**src/sv/p2c_pkg.sv**
```systemverilog
// ============================================================================
// Polar-to-Cartesian resample package
// Shared constants, types and the arctangent table for the scan converter.
// ============================================================================
package p2c_pkg;

    // Grid geometry: both bin counts are powers of two.
    localparam int RAD_W        = 8;
    localparam int ANG_W        = 8;
    localparam int FRAC_W       = 16;
    localparam int BANK_AW      = (RAD_W - 1) + (ANG_W - 1);
    localparam int BANK_DEPTH   = 1 << BANK_AW;

    // Lengths of the two cell chains, and the count of CORDIC steps within the first.
    localparam int SQ_STEPS     = 33;
    localparam int CORDIC_STEPS = 32;
    localparam int DIV_STEPS    = RAD_W + FRAC_W;

    // Request codes.
    localparam logic REQ_LOAD  = 1'b0;
    localparam logic REQ_PIXEL = 1'b1;

    // Configuration register indexes.
    typedef enum logic [1:0] {
        CFG_OUTER = 2'd0,
        CFG_INNER = 2'd1,
        CFG_PHASE = 2'd2
    } t_cfg_idx;

    // Word handed along the square root and CORDIC chain.
    typedef struct packed {
        logic               vld;
        logic               outside;
        logic [65:0]        rad;
        logic [33:0]        root;
        logic [35:0]        rem;
        logic signed [43:0] cx;
        logic signed [43:0] cy;
        logic [31:0]        z;
        logic               hold;
    } t_cell;

    // Word handed along the radial divider chain.
    typedef struct packed {
        logic                 vld;
        logic                 outside;
        logic [31:0]          rem;
        logic [DIV_STEPS-1:0] quo;
        logic [ANG_W-1:0]     ip;
        logic [FRAC_W-1:0]    frac_b;
    } t_div;

    // Arctangent of 2^-idx in 2^-32 turn units.
    function automatic logic [31:0] atan_turn(input int unsigned idx);
        logic [31:0] v;
        case (idx)
            0:  v = 32'd536870912;
            1:  v = 32'd316933406;
            2:  v = 32'd167458907;
            3:  v = 32'd85004756;
            4:  v = 32'd42667331;
            5:  v = 32'd21354465;
            6:  v = 32'd10679838;
            7:  v = 32'd5340245;
            8:  v = 32'd2670163;
            9:  v = 32'd1335087;
            10: v = 32'd667544;
            11: v = 32'd333772;
            12: v = 32'd166886;
            13: v = 32'd83443;
            14: v = 32'd41722;
            15: v = 32'd20861;
            16: v = 32'd10430;
            17: v = 32'd5215;
            18: v = 32'd2608;
            19: v = 32'd1304;
            20: v = 32'd652;
            21: v = 32'd326;
            22: v = 32'd163;
            23: v = 32'd81;
            24: v = 32'd41;
            25: v = 32'd20;
            26: v = 32'd10;
            27: v = 32'd5;
            28: v = 32'd3;
            29: v = 32'd1;
            30: v = 32'd1;
            default: v = 32'd0;
        endcase
        return v;
    endfunction

endpackage

```
**src/sv/p2c_div_cell.sv**
```systemverilog
// ============================================================================
// Radial divider cell
// One restoring division step of the radial bin and fraction quotient.
// ============================================================================
module p2c_div_cell
    import p2c_pkg::*;
(
    input  logic        i_clk,
    input  logic        i_rst_n,
    input  logic [31:0] i_den,
    input  t_div        i_div,
    output t_div        o_div
);

    t_div        n_div;
    t_div        r_div;
    logic [32:0] shifted;
    logic [32:0] diff;

    // The dividend below the remainder is all zeros, so only a shift enters.
    always_comb begin
        n_div     = i_div;
        n_div.vld = i_div.vld & i_rst_n;
        shifted = {i_div.rem, 1'b0};
        diff    = shifted - {1'b0, i_den};
        if (shifted >= {1'b0, i_den}) begin
            n_div.rem = diff[31:0];
            n_div.quo = {i_div.quo[DIV_STEPS-2:0], 1'b1};
        end else begin
            n_div.rem = shifted[31:0];
            n_div.quo = {i_div.quo[DIV_STEPS-2:0], 1'b0};
        end
    end

    always_ff @(posedge i_clk) begin
        r_div <= n_div;
    end

    assign o_div = r_div;

endmodule

```
**config.mk**
```make
export PLATFORM = sky130hd
export DESIGN_NAME = p2c_div_cell
export DESIGN_NICKNAME = d
export VERILOG_FILES = /design/src/sv/p2c_pkg.sv /design/src/sv/p2c_div_cell.sv
export SDC_FILE = /design/constraint.sdc
export NUM_CORES = 1
export LEC_CHECK = 0
export BUFFER_PORTS_ARGS = -buffer_cell sky130_fd_sc_hd__buf_2
export CORE_MARGIN = 1
export CORE_UTILIZATION = 45
export DETAILED_ROUTE_END_ITERATION = 8
export HOLD_SLACK_MARGIN = 0.08
export PLACE_DENSITY = 0.88
export SLEW_MARGIN = 20
export SYNTH_ARGS = -nofsm -noshare
export SYNTH_HDL_FRONTEND = slang
export SYNTH_SLANG_ARGS = --single-unit
export TNS_END_PERCENT = 30
```
**constraint.sdc**
```tcl
create_clock -name i_clk -period 6.12 [get_ports i_clk]
set_clock_uncertainty 0.15 [all_clocks]
set_input_delay 1.836 -clock i_clk [delete_from_list [all_inputs] [get_ports i_clk]]
set_output_delay 1.836 -clock i_clk [all_outputs]
set_load 0.05 [all_outputs]
```
# --- After elaboration in Yosys (flattened, before gate mapping) ---
# Index checks and enable logic that the tools add are counted.
word_totals:
  register_bits: 82
  latch_bits: 0
  ramBits: 0
  rom_bits: 0
  input_bits: 116
  output_inout_bits: 82
  word_cells: 11
  memories: 0
classes:
  add_sub_neg: 1
  n_mul: 0
  div_mod_pow: 0
  n_lt_le_gt_ge: 1
  n_eq_ne: 0
  n_shift: 0
  mux: 1
  bitwise_logic: 1
  reduce_logical: 0
ops:
  columns: ["cell", "n"]
  rows:
  - ["$mux 56", 1]
  - ["$ge 33x32->1", 1]
  - ["$sub 32x32->32", 1]
  - ["$and 1x1->1", 1]

# --- Longest topological paths before layout ---
depth:
  word_depth: 2
  depth_mapped: 14
  ltp_nobuf: 11

# --- Least setup slack after synthesis ---
# OpenSTA, ideal clock, no wires.
synth_path:
  path_type: "input port to flip-flop"
  start: "in i_den[10]"
  end: "reg r_div (netlist bit o_div[58])"
  setup_ps: 121
  arrival_time_ps: 4298
  required_ps: 5849
  slack_ps: 1551
  stages: 13
  n_path_buf: 2
  cell_sequence: "inv_1 ha_1 a211oi_2 nor2_1 or4b_4 o2111ai_2 a21oi_2 o21ai_4 and3_4 buf_12 inv_8 buf_12 mux2_4"
synth_rtl:
  columns: ["element", "line", "rtl"]
  rows:
  - ["start, declared", "p2c_div_cell.sv:10", "input logic [31:0] i_den,"]
  - ["end signal, assigned", "p2c_div_cell.sv:36", "r_div <= n_div;"]
  - ["end, declared", "p2c_div_cell.sv:16", "t_div r_div;"]

==> flow_summary.toml <==
[outcome]
outcome = "finished clean"

[final_layout]
drive_gt1_frac = 0.415
final_common_cell = "buf_2"
layout_common_cells = "196 x buf_2, 82 x dfxtp_1, 35 x inv_1"
largest_reg_flops = 82
area_growth_pct = 30.2
final_nets = 746
final_cells = 710
antenna_cells = 0

[power_and_ir_drop]
irDropWorstVdd_mv = 0.166
power_switching_share = 0.387
power_frac_comb = 0.374
leakage_nw = 2.74
p_switching_mw = 0.634
seqPwrFrac = 0.373
internal_power_mw = 1.01
pwr-share-clk = 0.253
power_mw = 1.64
p_per_area_mw_per_mm2 = 310

[timing]
rsz0062_at_grt = "no"
fmax_ghz = 0.210
setup_viol = 0
finalCritPeriodShare = 0.778
relSlewSlack = 0.474
finalHoldViolations = 0
final_max_slew_viol_count = 0
holdWs_ns = 1.43
min_period_ns = 4.76
worstMarginPinSlew_ns = 0.782
tns_ns = 0

[synth]
synth_cells = 403
synth_top_cell_area_share = 0.404
synthesis.nets = 552
yosys-top-cells-area = "dfxtp_1 40%, ha_1 9.8%, mux2_4 7.0%, inv_1 3.2%, xnor2_1 3.0%"
syn_area_mm2 = 0.00407
synth-seq-area-share = 0.404
ys_warn_count = 0
postSynthRegisterBits = 82
synth_ff_type = "dfxtp_1"
synth-async-reset-ratio = 0
synth_edf_count = 0
synth_cell_types = 56
syn_area_per_cell_um2 = 10.1
synth_area_leader_cell = "dfxtp_1"

[worst_hold_path]
min_path_type = "input pin to flop"
hold-path-cell-count = 1
hold_start = "i_div[12]"
hold-path-endpoint = "o_div[12]$_DFF_P_"

[floorplan]
fp.coreArea_mm2 = 0.00872
die_area_mm2 = 0.00942
fp.dieH_um = 97.0
floorplan.rows = 34
num_io_pins = 198
start_util = 0.466
die_w_um = 97.0

[worst_setup_path]
max_stage_delay_ns = 0.69
critPathKind = "input pin to flop"
crit_arrival_ns = 4.86
startpoint_type = "input pin"
cp_cell_sequence = "buf_2 > inv_1 > ha_1 > nor2b_1 > o31a_1 > o31ai_1 > o21ai_0 > a21boi_0 > o21ai_0 > xor2_1 > mux2_4"
required_ns = 6.22
critPathCaptureType = "flop"
crit_path_max_fanout = 5
cp_slowest_cell = "o31ai_1"
critPathMostFrequentCell = "o21ai_0"

[clock_network]
cts.clk_slew.worst_paths_ns = 0.10
cts_hold_buf = 0
cts.path.max_buffers = 2
h-tree-depth = 3
cts_resized = 0
cts_tree = "yes"
cts-root-buf = "clkbuf_8"
postCtsSetupBuffers = 0
cts.sinks = 82
cts_buffers = 9

[global_route]
grt_pass1_vias = 3763
gr-usage-all-layers = 0.232
overflow = 0
antenna_found_initial = 0
grt_pass1_wl_um = 17600
grt_max_degree = 29

[route]
viasPerCell = 5.19
drt-wirelength-per-cell_um = 15.4
drt_iter0_markers = 142
vias = 3686
drc = 0
final_antenna_net_count = 0
dr.pass1.iters = 4
drt_wl_total_um = 11000

[flow_run]
drv_cap = 0

[place]
portBuffers = 196
place_inst = 694
routabilityCongestion = 0.901
hpwl_um = 8910
## Yosys cell counts, types with 3 or more instances
master,n
dfxtp_1,82
inv_1,35
ha_1,32
a21oi_1,23
mux2_4,19
nor2_1,18
o21ai_0,18
a21o_1,15
nand2_1,15
xnor2_1,14
nand4_1,12
xor2_1,11
clkbuf_1,9
mux2_2,8
o21a_1,7
nand3_1,6
o31ai_1,6
and2_1,5
a21boi_0,4
a31oi_1,4
nor2b_1,4
nor3_1,4
o211ai_1,4
a211oi_1,3
and3_1,3
buf_12,3
nand2b_1,3
or3_1,3
## power groups by stage
stage | Sequential [mW] | Clock (mW) | Combinational [mW]
finish | 0.611 | 0.415 | 0.613
detailed placement | 0.625 | 0 | 0.611
global placement | 0.623 | 0 | 0.599
floorplan | 0.853 | 0 | 0.239
CTS | 0.613 | 0.424 | 0.613
global route | 0.618 | 0.439 | 0.647
## critical path, delay by kind of cell
family / cells / cell delay [ns]
multiplexers: 1 / 0.26
buffers and inverters: 2 / 0.10
AND/OR/NAND/NOR: 1 / 0.18
adder cells (fa/ha/maj): 1 / 0.35
AO/OA/AOI/OAI: 5 / 1.96
XOR/XNOR: 1 / 0.17
## per-layer routing
layer / GRT usage / share of wire / wire (µm) / up-vias
li1: - / - / - / 1811
met1: 0.254 / 0.40 / 4370 / 1703
met2: 0.446 / 0.52 / 5740 / 161
met3: 0.0513 / 0.064 / 702 / 11
met4: 0.0586 / 0.015 / 164 / 0
met5: 0 / 0 / 0 / -
## cell families (layout without fill, tap and decap cells)
| logic type | after synthesis | count (layout) | synth area share |
|---|---|---|---|
| multiplexers | 29 | 29 | 0.0973 |
| flip-flops | 82 | 82 | 0.404 |
| XOR/XNOR | 25 | 25 | 0.0539 |
| adder cells (fa/ha/maj) | 33 | 33 | 0.103 |
| AND/OR/NAND/NOR | 83 | 83 | 0.110 |
| buffers and inverters | 49 | 248 | 0.0591 |
| AO/OA/AOI/OAI | 102 | 102 | 0.173 |
## worst max path at each step
stage                         start                end  slack [ns]
after detailed placement   i_den[2]  o_div[68]$_DFF_P_        1.05
final                      i_den[2]  o_div[68]$_DFF_P_        1.36
after floorplan           i_den[10]  o_div[58]$_DFF_P_        1.55
after global routing       i_den[2]  o_div[68]$_DFF_P_        1.19
after CTS                  i_den[2]  o_div[68]$_DFF_P_        1.45
after global placement     i_den[2]  o_div[68]$_DFF_P_        1.08
## through the flow
step           instance area, µm²  setup slack, ns  utilization
3_3_place_gp                 5080             1.08        0.583
5_1_grt                      5290             1.19        0.607
2_1_floorplan                4070             1.55            -
4_1_cts                      5290             1.45        0.607
6_report                     5290             1.36        0.607
3_5_place_dp                 5080             1.05        0.583
## layout make-up
type | instances | area, µm²
Clock buffer | 10 | 138
Clock inverter | 6 | 72.6
Fill cell | 740 | 3430
Inverter | 36 | 143
Multi-Input combinational cell | 272 | 2180
Sequential cell | 82 | 1640
Tap cell | 108 | 135
Timing Repair Buffer | 196 | 981
Power figures use the tool's default switching activity.
