`src/sv/p2c_pkg.sv`:
```
// ============================================================================
// Polar-to-Cartesian resample package
// Shared constants, types and the arctangent table for the scan converter.
// ============================================================================
package p2c_pkg;

    // Grid geometry: both bin counts are powers of two.
    localparam int RAD_W        = 8;
    localparam int ANG_W        = 8;
    localparam int FRAC_W       = 16;
    localparam int BANK_AW      = (RAD_W - 1) + (ANG_W - 1);
    localparam int BANK_DEPTH   = 1 << BANK_AW;

    // Lengths of the two cell chains, and the count of CORDIC steps within the first.
    localparam int SQ_STEPS     = 33;
    localparam int CORDIC_STEPS = 32;
    localparam int DIV_STEPS    = RAD_W + FRAC_W;

    // Request codes.
    localparam logic REQ_LOAD  = 1'b0;
    localparam logic REQ_PIXEL = 1'b1;

    // Configuration register indexes.
    typedef enum logic [1:0] {
        CFG_OUTER = 2'd0,
        CFG_INNER = 2'd1,
        CFG_PHASE = 2'd2
    } t_cfg_idx;

    // Word handed along the square root and CORDIC chain.
    typedef struct packed {
        logic               vld;
        logic               outside;
        logic [65:0]        rad;
        logic [33:0]        root;
        logic [35:0]        rem;
        logic signed [43:0] cx;
        logic signed [43:0] cy;
        logic [31:0]        z;
        logic               hold;
    } t_cell;

    // Word handed along the radial divider chain.
    typedef struct packed {
        logic                 vld;
        logic                 outside;
        logic [31:0]          rem;
        logic [DIV_STEPS-1:0] quo;
        logic [ANG_W-1:0]     ip;
        logic [FRAC_W-1:0]    frac_b;
    } t_div;

    // Arctangent of 2^-idx in 2^-32 turn units.
    function automatic logic [31:0] atan_turn(input int unsigned idx);
        logic [31:0] v;
        case (idx)
            0:  v = 32'd536870912;
            1:  v = 32'd316933406;
            2:  v = 32'd167458907;
            3:  v = 32'd85004756;
            4:  v = 32'd42667331;
            5:  v = 32'd21354465;
            6:  v = 32'd10679838;
            7:  v = 32'd5340245;
            8:  v = 32'd2670163;
            9:  v = 32'd1335087;
            10: v = 32'd667544;
            11: v = 32'd333772;
            12: v = 32'd166886;
            13: v = 32'd83443;
            14: v = 32'd41722;
            15: v = 32'd20861;
            16: v = 32'd10430;
            17: v = 32'd5215;
            18: v = 32'd2608;
            19: v = 32'd1304;
            20: v = 32'd652;
            21: v = 32'd326;
            22: v = 32'd163;
            23: v = 32'd81;
            24: v = 32'd41;
            25: v = 32'd20;
            26: v = 32'd10;
            27: v = 32'd5;
            28: v = 32'd3;
            29: v = 32'd1;
            30: v = 32'd1;
            default: v = 32'd0;
        endcase
        return v;
    endfunction

endpackage

```
`src/sv/p2c_cell.sv`:
```
// ============================================================================
// Square root and CORDIC cell
// Restoring square root step; vectoring CORDIC step while STEP < CORDIC_STEPS.
// ============================================================================
module p2c_cell
    import p2c_pkg::*;
#(
    parameter int STEP = 0
) (
    input  logic  i_clk,
    input  logic  i_rst_n,
    input  t_cell i_cell,
    output t_cell o_cell
);

    t_cell              n_cell;
    t_cell              r_cell;
    logic [35:0]        rem2;
    logic [35:0]        trial;
    logic signed [43:0] dx;
    logic signed [43:0] dy;

    // Both steps work on the word as it enters the cell.
    always_comb begin
        n_cell     = i_cell;
        n_cell.vld = i_cell.vld & i_rst_n;
        // Square root: bring down the next bit pair and try to subtract.
        rem2   = {i_cell.rem[33:0], i_cell.rad[65:64]};
        trial  = {i_cell.root, 2'b01};
        n_cell.rad = {i_cell.rad[63:0], 2'b00};
        if (rem2 >= trial) begin
            n_cell.rem  = rem2 - trial;
            n_cell.root = {i_cell.root[32:0], 1'b1};
        end else begin
            n_cell.rem  = rem2;
            n_cell.root = {i_cell.root[32:0], 1'b0};
        end
        // CORDIC: rotate toward the x axis and accumulate the angle.
        dx = i_cell.cx >>> STEP;
        dy = i_cell.cy >>> STEP;
        if (STEP < CORDIC_STEPS && !i_cell.hold) begin
            if (!i_cell.cy[43]) begin
                n_cell.cx = i_cell.cx + dy;
                n_cell.cy = i_cell.cy - dx;
                n_cell.z  = i_cell.z + atan_turn(STEP);
            end else begin
                n_cell.cx = i_cell.cx - dy;
                n_cell.cy = i_cell.cy + dx;
                n_cell.z  = i_cell.z - atan_turn(STEP);
            end
        end
    end

    // Hand the word to the next cell.
    always_ff @(posedge i_clk) begin
        r_cell <= n_cell;
    end

    assign o_cell = r_cell;

endmodule

```
`config.mk`:
```
export PLATFORM = sky130hd
export DESIGN_NAME = p2c_cell
export DESIGN_NICKNAME = d
export VERILOG_FILES = /design/src/sv/p2c_pkg.sv /design/src/sv/p2c_cell.sv
export SDC_FILE = /design/constraint.sdc
export NUM_CORES = 1
export LEC_CHECK = 0
export BUFFER_PORTS_ARGS = -buffer_cell sky130_fd_sc_hd__buf_2
export CAP_MARGIN = 20
export CORE_UTILIZATION = 33
export CTS_CLUSTER_SIZE = 8
export DETAILED_ROUTE_END_ITERATION = 12
export PLACE_DENSITY_LB_ADDON = 0.1
export SLEW_MARGIN = 20
export SYNTH_ARGS = -nofsm -noshare
export SYNTH_HDL_FRONTEND = slang
export SYNTH_SLANG_ARGS = --single-unit
```
`constraint.sdc`:
```
create_clock -name i_clk -period 2.96 [get_ports i_clk]
set_input_delay 0.148 -clock i_clk [delete_from_list [all_inputs] [get_ports i_clk]]
set_output_delay 0.148 -clock i_clk [all_outputs]
set_load 0.01 [all_outputs]
```
Word-level counts from Yosys, hierarchy flattened
Cells that the tools add are included.
{"block": "classes", "n_addsub": 6, "n_lt_le_gt_ge": 1, "mux": 3, "n_bitwise": 1}
{"operator": "two-way mux 120 bit", "count": 2}
{"operator": "subtractor 44 bit", "count": 2}
{"operator": "adder 44 bit", "count": 1}
{"operator": "two-way mux 37 bit", "count": 1}
{"operator": ">= comparator 36 bit", "count": 1}
{"operator": "subtractor 36 bit", "count": 1}
{"operator": "adder 32 x 30 -> 32 bit (second input constant)", "count": 1}
{"operator": "subtractor 32 x 30 -> 32 bit (second input constant)", "count": 1}
{"operator": "bitwise AND 1 bit", "count": 1}
{"block": "totals", "ff_bits": 257, "input_bits": 261, "out_inout_bits": 259, "wordCells": 20}

Logic depth before layout (Yosys ltp)
{"block": "logic_depth", "word_depth": 3, "mapped_depth": 14}

Worst setup path before layout
Ideal clock, no wire load.
{"block": "synth_timing", "path_kind": "input port to flip-flop", "startpoint": "input i_cell[157] (netlist name)", "endpoint": "register r_cell, in the netlist o_cell[152]", "arrival_time_ns": 2.807, "t_required_ns": 2.839, "path_slack_ns": 0.032, "path_stages": 13, "path_buffers": 1, "path_cell_list": "inv_1 ha_1 nor2b_1 o31a_1 o31ai_2 o211ai_2 a21oi_2 o31ai_2 a31oi_4 a21oi_2 o221ai_4 buf_6 mux2_2"}
{"element": "start, declared", "line_no": "p2c_cell.sv:12", "rtl": "input t_cell i_cell,"}
{"element": "end signal, assigned", "line_no": "p2c_cell.sv:56", "rtl": "r_cell <= n_cell;"}
{"element": "end, declared", "line_no": "p2c_cell.sv:17", "rtl": "t_cell r_cell;"}

==> flow_summary.json <==
{
  "status": "finished clean",
  "clockBufferDepth": 3,
  "synth_enable_flop_cells": 0,
  "critPathRequiredTime_ns": 3.39,
  "routabilityCongestion": 0.931,
  "synth_area_leader_cell": "dfxtp_1",
  "hold_violations": 0,
  "ctsRootBufferMaster": "clkbuf_16",
  "grt_pass1_vias": 20600,
  "peakVddDrop_mv": 0.422,
  "final_core_util_pct": 54.3,
  "syn_inst": 2152,
  "layout_common_cells": "buf_4 (515), buf_2 (512), dfxtp_1 (257), dlygate4sd3_1 (241), a21oi_1 (230)",
  "initial_core_util_pct": 33.6,
  "antenna_found_initial": 2,
  "setup_viol": 0,
  "dp_hpwl_um": 62000,
  "syn_to_final_growth_pct": 61.7,
  "max_freq_mhz": 342,
  "drcViolationCount": 0,
  "die_h_um": 231,
  "crit_path_end_kind": "flip-flop",
  "slew_viol_final": 0,
  "synth-seq-area-share_pct": 29.7,
  "design.die.area_mm2": 0.0535,
  "cts_tree": "built",
  "async_flop_share_pct": 0,
  "dp_slack_ns": -0.883,
  "clkTransAtPathRegs_ns": 0.05,
  "synth_area_mm2": 0.0174,
  "tightest_slew_ns": 0.646,
  "dp_cells": 3758,
  "ant_nets": 0,
  "final_common_cell": "buf_4",
  "die_w_um": 231,
  "clock-sinks": 257,
  "whs_path_depth": 4,
  "min_path_type": "input port to flip-flop",
  "largest_reg_flops": 257,
  "row_count": 83,
  "drtIter0Drc": 1194,
  "period_share_pct": 98.8,
  "routed_wl_um": 78100,
  "htreeDepth": 2,
  "core-area_mm2": 0.0516,
  "critPathLaunchType": "input port",
  "cp_max_fo": 13,
  "ys_seq_elements": 257,
  "grt_max_degree": 122,
  "instances_no_fill": 4054,
  "crit_path_start": "i_cell[255]",
  "ff_latch_area_mm2": 0.00514,
  "max_slew_margin_pct": 56.9,
  "vias_per_cell": 5.04,
  "wl_per_cell_um": 19.3,
  "port_buffers": 515,
  "max_cap_viol_count": 0,
  "nets": 3814,
  "cp_data_arrival_time_ns": 3.35,
  "fin_total_pwr_uw": 12600,
  "synth_area_leaders": "dfxtp_1 (30%), ha_1 (13%), a21oi_1 (6.8%)",
  "yosysTopAreaCellShare_pct": 29.7,
  "postSynthAreaPerCell_um2": 8.06,
  "p_leak_uw": 0.0139,
  "overflow": 0,
  "multi_input_area_mm2": 0.0113,
  "setup_slack_ns": 0.0359,
  "fillers": 4839,
  "grt_util_all_layers_pct": 27.9,
  "grt_pass1_wl_um": 117000,
  "powerDensity_mw_per_mm2": 451,
  "drive_above_1_share_pct": 35.1,
  "drt_pass1_iterations": 8,
  "boundaryPins": 520,
  "synth.distinct_cells": 81,
  "criticalPathCategory": "input port to flip-flop",
  "ys_warn_count": 0,
  "endpoint": "o_cell[144]",
  "yosys_most_used_dff": "dfxtp_1",
  "period_minus_slack_ns": 2.92,
  "cts_buffers": 38,
  "num_vias": 20400
}
==> critical path, cell delays in order <==
cell	delay [ns]
dlygate4sd3_1	0.53
buf_2	0.15
inv_2	0.06
ha_4	0.13
nor2b_1	0.05
o31a_1	0.34
o31ai_4	0.30
o211ai_2	0.19
a21oi_4	0.24
o31ai_4	0.09
a31oi_4	0.20
a21oi_2	0.09
o221ai_4	0.19
buf_12	0.16
buf_12	0.14
mux2_2	0.35
==> repair_timing <==
action                                  4_1_cts  5_1_grt
buffers inserted                              1        7
resized for setup                             3       66
hold endpoints to repair                    241        0
endpoints found under the setup margin       12       60
hold buffers                                241        0
cloned                                        0        2
pin swaps                                     2       23
==> where the power goes <==
part	total (uW)	internal [uW]	switching [uW]
logic	4760	2260	2500
clock network	3930	2320	1610
registers	3950	3840	112
total	12600	8420	4220
==> synth_stat cells, types with 6 or more instances <==
| cell | count |
|---|---|
| dfxtp_1 | 257 |
| a21oi_1 | 237 |
| inv_1 | 190 |
| ha_1 | 181 |
| o21ai_0 | 158 |
| nor2_1 | 154 |
| nand2_1 | 143 |
| xnor2_1 | 76 |
| clkbuf_1 | 66 |
| a21o_1 | 60 |
| nor3_1 | 47 |
| mux2i_1 | 46 |
| o21bai_1 | 43 |
| nand4_1 | 34 |
| a211oi_1 | 31 |
| mux2_2 | 31 |
| nand3_1 | 28 |
| nor2b_1 | 23 |
| or3_1 | 20 |
| xor2_1 | 20 |
| o31ai_1 | 18 |
| or2_2 | 17 |
| a31oi_1 | 16 |
| and3_1 | 16 |
| buf_1 | 16 |
| o211ai_1 | 15 |
| buf_2 | 14 |
| nand2b_1 | 14 |
| nor4_1 | 14 |
| o21a_1 | 12 |
| a2111oi_0 | 9 |
| a211o_1 | 8 |
| a21boi_0 | 8 |
| and2_1 | 8 |
| o2111ai_1 | 8 |
| o311ai_0 | 8 |
| o221ai_1 | 6 |
| o22ai_1 | 6 |
| o31a_1 | 6 |
==> final cells by class <==
cell class / instances / area share (%)
clock buffer: 41 / 3.47
sequential: 257 / 18.3
timing repair buffer: 1276 / 32.1
tap: 680 / 3.03
antenna: 1 / 0.00892
multi-input combinational: 1602 / 40.2
clock inverter: 4 / 0.241
inverter: 193 / 2.60
==> metal layers <==
metal,track usage [%],part of all wire (%),vias up
li1,-,-,10000
met1,34.8,43,9720
met2,50.2,50,593
met3,3.32,5.0,99
met4,7.45,2.3,2
met5,0,0.017,-
==> how the worst min path moves through the flow <==
stage	from	endpoint	slack (ns)
4_1_cts	i_cell[112]	o_cell[112]	0.005
6_report	i_cell[112]	o_cell[112]	0.03
2_1_floorplan	i_cell[0]	o_cell[0]	0.18
5_1_grt	i_cell[107]	o_cell[107]	0.04
3_3_place_gp	i_cell[195]	o_cell[197]	0.25
3_5_place_dp	i_cell[3]	o_cell[3]	0.25
==> per-stage QoR <==
stage          instance area [um^2]  hold WS [ns]  setup TNS (ns)
4_1_cts                       27700       0.00524               0
6_report                      28100        0.0272               0
2_1_floorplan                 17400         0.176               0
3_5_place_dp                  24200         0.252          -22.11
5_1_grt                       28000        0.0414          -0.332
3_3_place_gp                  24200         0.250          -20.44
==> logic make-up after synthesis <==
kind of cell,count (synthesis),synth area share [%]
AO/OA/AOI/OAI,700,25.6
AND/OR/NAND/NOR,537,14.8
buffers and inverters,294,6.63
flip-flops,257,29.7
adder cells (fa/ha/maj),185,13.5
XOR/XNOR,96,4.85
multiplexers,82,4.99
other,1,0.0216
Note: power is estimated with default switching activity, not from simulation.
